### src/rtl/sact_ram.sv
// ----------------------------------------------------------------------------
// sact_ram: generic single-write, single-read RAM
// One write port, one read port, read data registered.
// ----------------------------------------------------------------------------
`default_nettype none

module sact_ram #(
  parameter int WIDTH = 8,
  parameter int DEPTH = 16
) (
  input  wire logic                     clk,
  input  wire logic                     wr_en,
  input  wire logic [$clog2(DEPTH)-1:0] wr_addr,
  input  wire logic [WIDTH-1:0]         wr_data,
  input  wire logic                     rd_en,
  input  wire logic [$clog2(DEPTH)-1:0] rd_addr,
  output logic      [WIDTH-1:0]         rd_data
);

  logic [WIDTH-1:0] mem_r [DEPTH];

  always_ff @(posedge clk) begin
    if (wr_en) begin
      mem_r[wr_addr] <= wr_data;
    end
    if (rd_en) begin
      rd_data <= mem_r[rd_addr];
    end
  end

endmodule

`default_nettype wire

### config.mk
export PLATFORM = sky130hd
export DESIGN_NAME = sact_ram
export DESIGN_NICKNAME = d
export VERILOG_FILES = /design/src/rtl/sact_ram.sv
export SDC_FILE = /design/constraint.sdc
export NUM_CORES = 1
export LEC_CHECK = 0
export BUFFER_PORTS_ARGS = -buffer_cell sky130_fd_sc_hd__buf_2
export CAP_MARGIN = 20
export CORE_AREA = 10 10 148 95
export DETAILED_ROUTE_END_ITERATION = 8
export DIE_AREA = 0 0 158 105
export PLACE_DENSITY_LB_ADDON = 0.05
export SYNTH_ARGS = -nofsm -noshare
export SYNTH_HDL_FRONTEND = slang
export SYNTH_SLANG_ARGS = --single-unit
### constraint.sdc
create_clock -name clk -period 1.6 [get_ports clk]
set_input_delay 0.24 -clock clk [delete_from_list [all_inputs] [get_ports clk]]
set_output_delay 0.24 -clock clk [all_outputs]
set_load 0.01 [all_outputs]
==> results_dict.tcl <==
set metrics [dict create \
    cp_max_fo 1 \
    nNetsFinal 315 \
    p_int_mw 6.78 \
    firstDrtPassIters 4 \
    drt_iter0_drc 206 \
    power_leakage_nw 2.18 \
    worstSkewPairLatency_ns 0.40 \
    placed_cell_area_mm2 0.00572 \
    cts_buffers 17 \
    p_seq_frac 0.480 \
    vdd_ir_drop_max_mv 0.803 \
    synth.distinct_cells 18 \
    status "finished clean" \
    layout_commonest_cell "edfxtp_1" \
    yosysTopAreaCell "edfxtp_1" \
    final_cell_mix "edfxtp_1, buf_4, buf_2" \
    fin_crit_sh 0.942 \
    fin_skew_ns 0.00409 \
    fin_util 0.564 \
    arrival_ns 1.66 \
    fp.coreArea_mm2 0.0112 \
    viasPerCell 5.53 \
    path_clk_slew_ns 0.06 \
    ys_seq_area_frac 0.781 \
    grt_max_degree 18 \
    antenna_found_initial 0 \
    period_minus_slack_ns 1.51 \
    syn2layout_area_growth_pct 21.2 \
    instances_no_fill 452 \
    drive_above_1_share 0.347 \
    syn_nets 248 \
    drc 0 \
    cp-start-kind "register" \
    hold_buffers 0 \
    clk_path_buf_depth 2 \
    grt_pass1_wl_um 16800 \
    grt_setup_unrepaired "false" \
    die_height_um 105 \
    endpoint_kind "register" \
    postCtsSetupRepairBufs 0 \
    grt_util_all_layers 0.141 \
    grt_overflow 0 \
    worst_pin_slew_ns 0.788 \
    hold_path.class "primary input to register" \
    die_w_um 158 \
    final_area_mm2 0.00633 \
    yosysWarnings 0 \
    diodes 0 \
    io_buffers 26 \
    drt_wl_total_um 11100 \
    max_cap_viol_count 0 \
    max_freq_ghz 0.663 \
    synth_area_leaders "edfxtp_1, mux4_2, mux4_1, a22oi_1, nor2_1" \
    synth_top_cell_area_share 0.781 \
    switching_share 0.195 \
    drv_slew 0 \
    clkPwrFrac 0.472 \
    h-tree-depth 4 \
    fin_setup_tns_ns 0 \
    antenna_left 0 \
    dp_hpwl_um 7550 \
    syn_area_per_cell_um2 22.8 \
    setup_viol 0 \
    syn_area_mm2 0.00523 \
    cts_tree "yes" \
    root_buffer "clkbuf_16" \
    ctsResizeCount 0 \
    die_area_mm2 0.0166 \
    combPwrFrac 0.048 \
    io-pin-count 27 \
    start_util 0.466 \
    syn_inst 229 \
    slew_headroom 0.473 \
    wl_per_cell_um 24.6 \
    rows 30 \
    grt_pass1_vias 2533 \
    criticalPathCategory "register to register" \
    crit_required_ns 1.75 \
    p_total_mw 8.41 \
    ys_ff_latch 136 \
    vias 2500 \
    p_sw_mw 1.64 \
    hold_viol 0 \
    powerDensity_mw_per_mm2 1330 \
    cts_sinks 136 \
    placed_cells 421 \
    place_congestion 0.718 \
]
==> through the flow <==
step | setup slack, ns | hold WS (ns)
floorplan | 0.0776 | 0.339
global placement | -0.224 | 0.630
detailed placement | -0.213 | 0.630
CTS | 0.0581 | 0.202
global route | 0.00788 | 0.205
finish | 0.0925 | 0.219
==> state kept, by name (all words and copies together), names as in the netlist <==
register and count:
mem_r 128, rd_data 8
==> layer usage <==
metal / up-vias / GRT usage / routed length (µm)
met1: 1292 / 0.217 / 5460
met4: 0 / 0.0455 / 95
met3: 10 / 0.0397 / 866
met2: 84 / 0.185 / 4700
li1: 1114 / - / -
met5: - / 0 / 0
==> synthesized netlist by cell type <==
cell type	instances
nor2b_1	1
buf_4	1
mux4_1	14
nor3_1	4
and2_1	1
nand3b_1	2
and2b_1	1
or3b_2	1
buf_6	3
buf_2	3
mux4_2	18
nand2b_1	2
nor2_1	13
a22oi_1	16
nand2_1	9
edfxtp_1	136
nand3_1	1
clkdlybuf4s25_2	3
==> critical path, stage by stage, from the launching register on <==
cell,delay (ns)
edfxtp_1,0.36
mux4_1,0.53
a22oi_1,0.29
nand2_1,0.08
==> logic make-up after synthesis <==
| kind of cell | Yosys count | share of synthesized area |
|---|---|---|
| muxes | 32 | 0.148 |
| buffers and inverters | 10 | 0.0165 |
| and+or+nand+nor | 35 | 0.0314 |
| DFF | 136 | 0.781 |
| AOI/OAI and AO/OA | 16 | 0.0230 |
==> power groups by stage <==
stage | combinational [mW] | clock [mW] | sequential, mW
2_1_floorplan | 0.203 | 0 | 4.11
3_3_place_gp | 0.403 | 0 | 4.12
3_5_place_dp | 0.405 | 0 | 4.12
4_1_cts | 0.406 | 4.05 | 4.04
5_1_grt | 0.439 | 4.21 | 4.05
6_report | 0.400 | 3.97 | 4.04
==> final timing paths <==
check	startpoint	to	slack, ns	cells after the start
min	rd_en	rd_data[4]	0.22	1
min reg2reg	mem_r[2][7]	rd_data[7]	0.77	3
max	mem_r[9][4]	rd_data[4]	0.09	3
max reg2reg	mem_r[9][4]	rd_data[4]	0.09	3
==> cell type report <==
| type | instances | area (µm²) |
|---|---|---|
| Tap cell | 144 | 180 |
| Fill cell | 839 | 4890 |
| Timing Repair Buffer | 58 | 395 |
| Multi-Input combinational cell | 83 | 1070 |
| Clock buffer | 18 | 429 |
| Sequential cell | 136 | 4080 |
| Clock inverter | 13 | 179 |
Power figures use the tool's default switching activity.
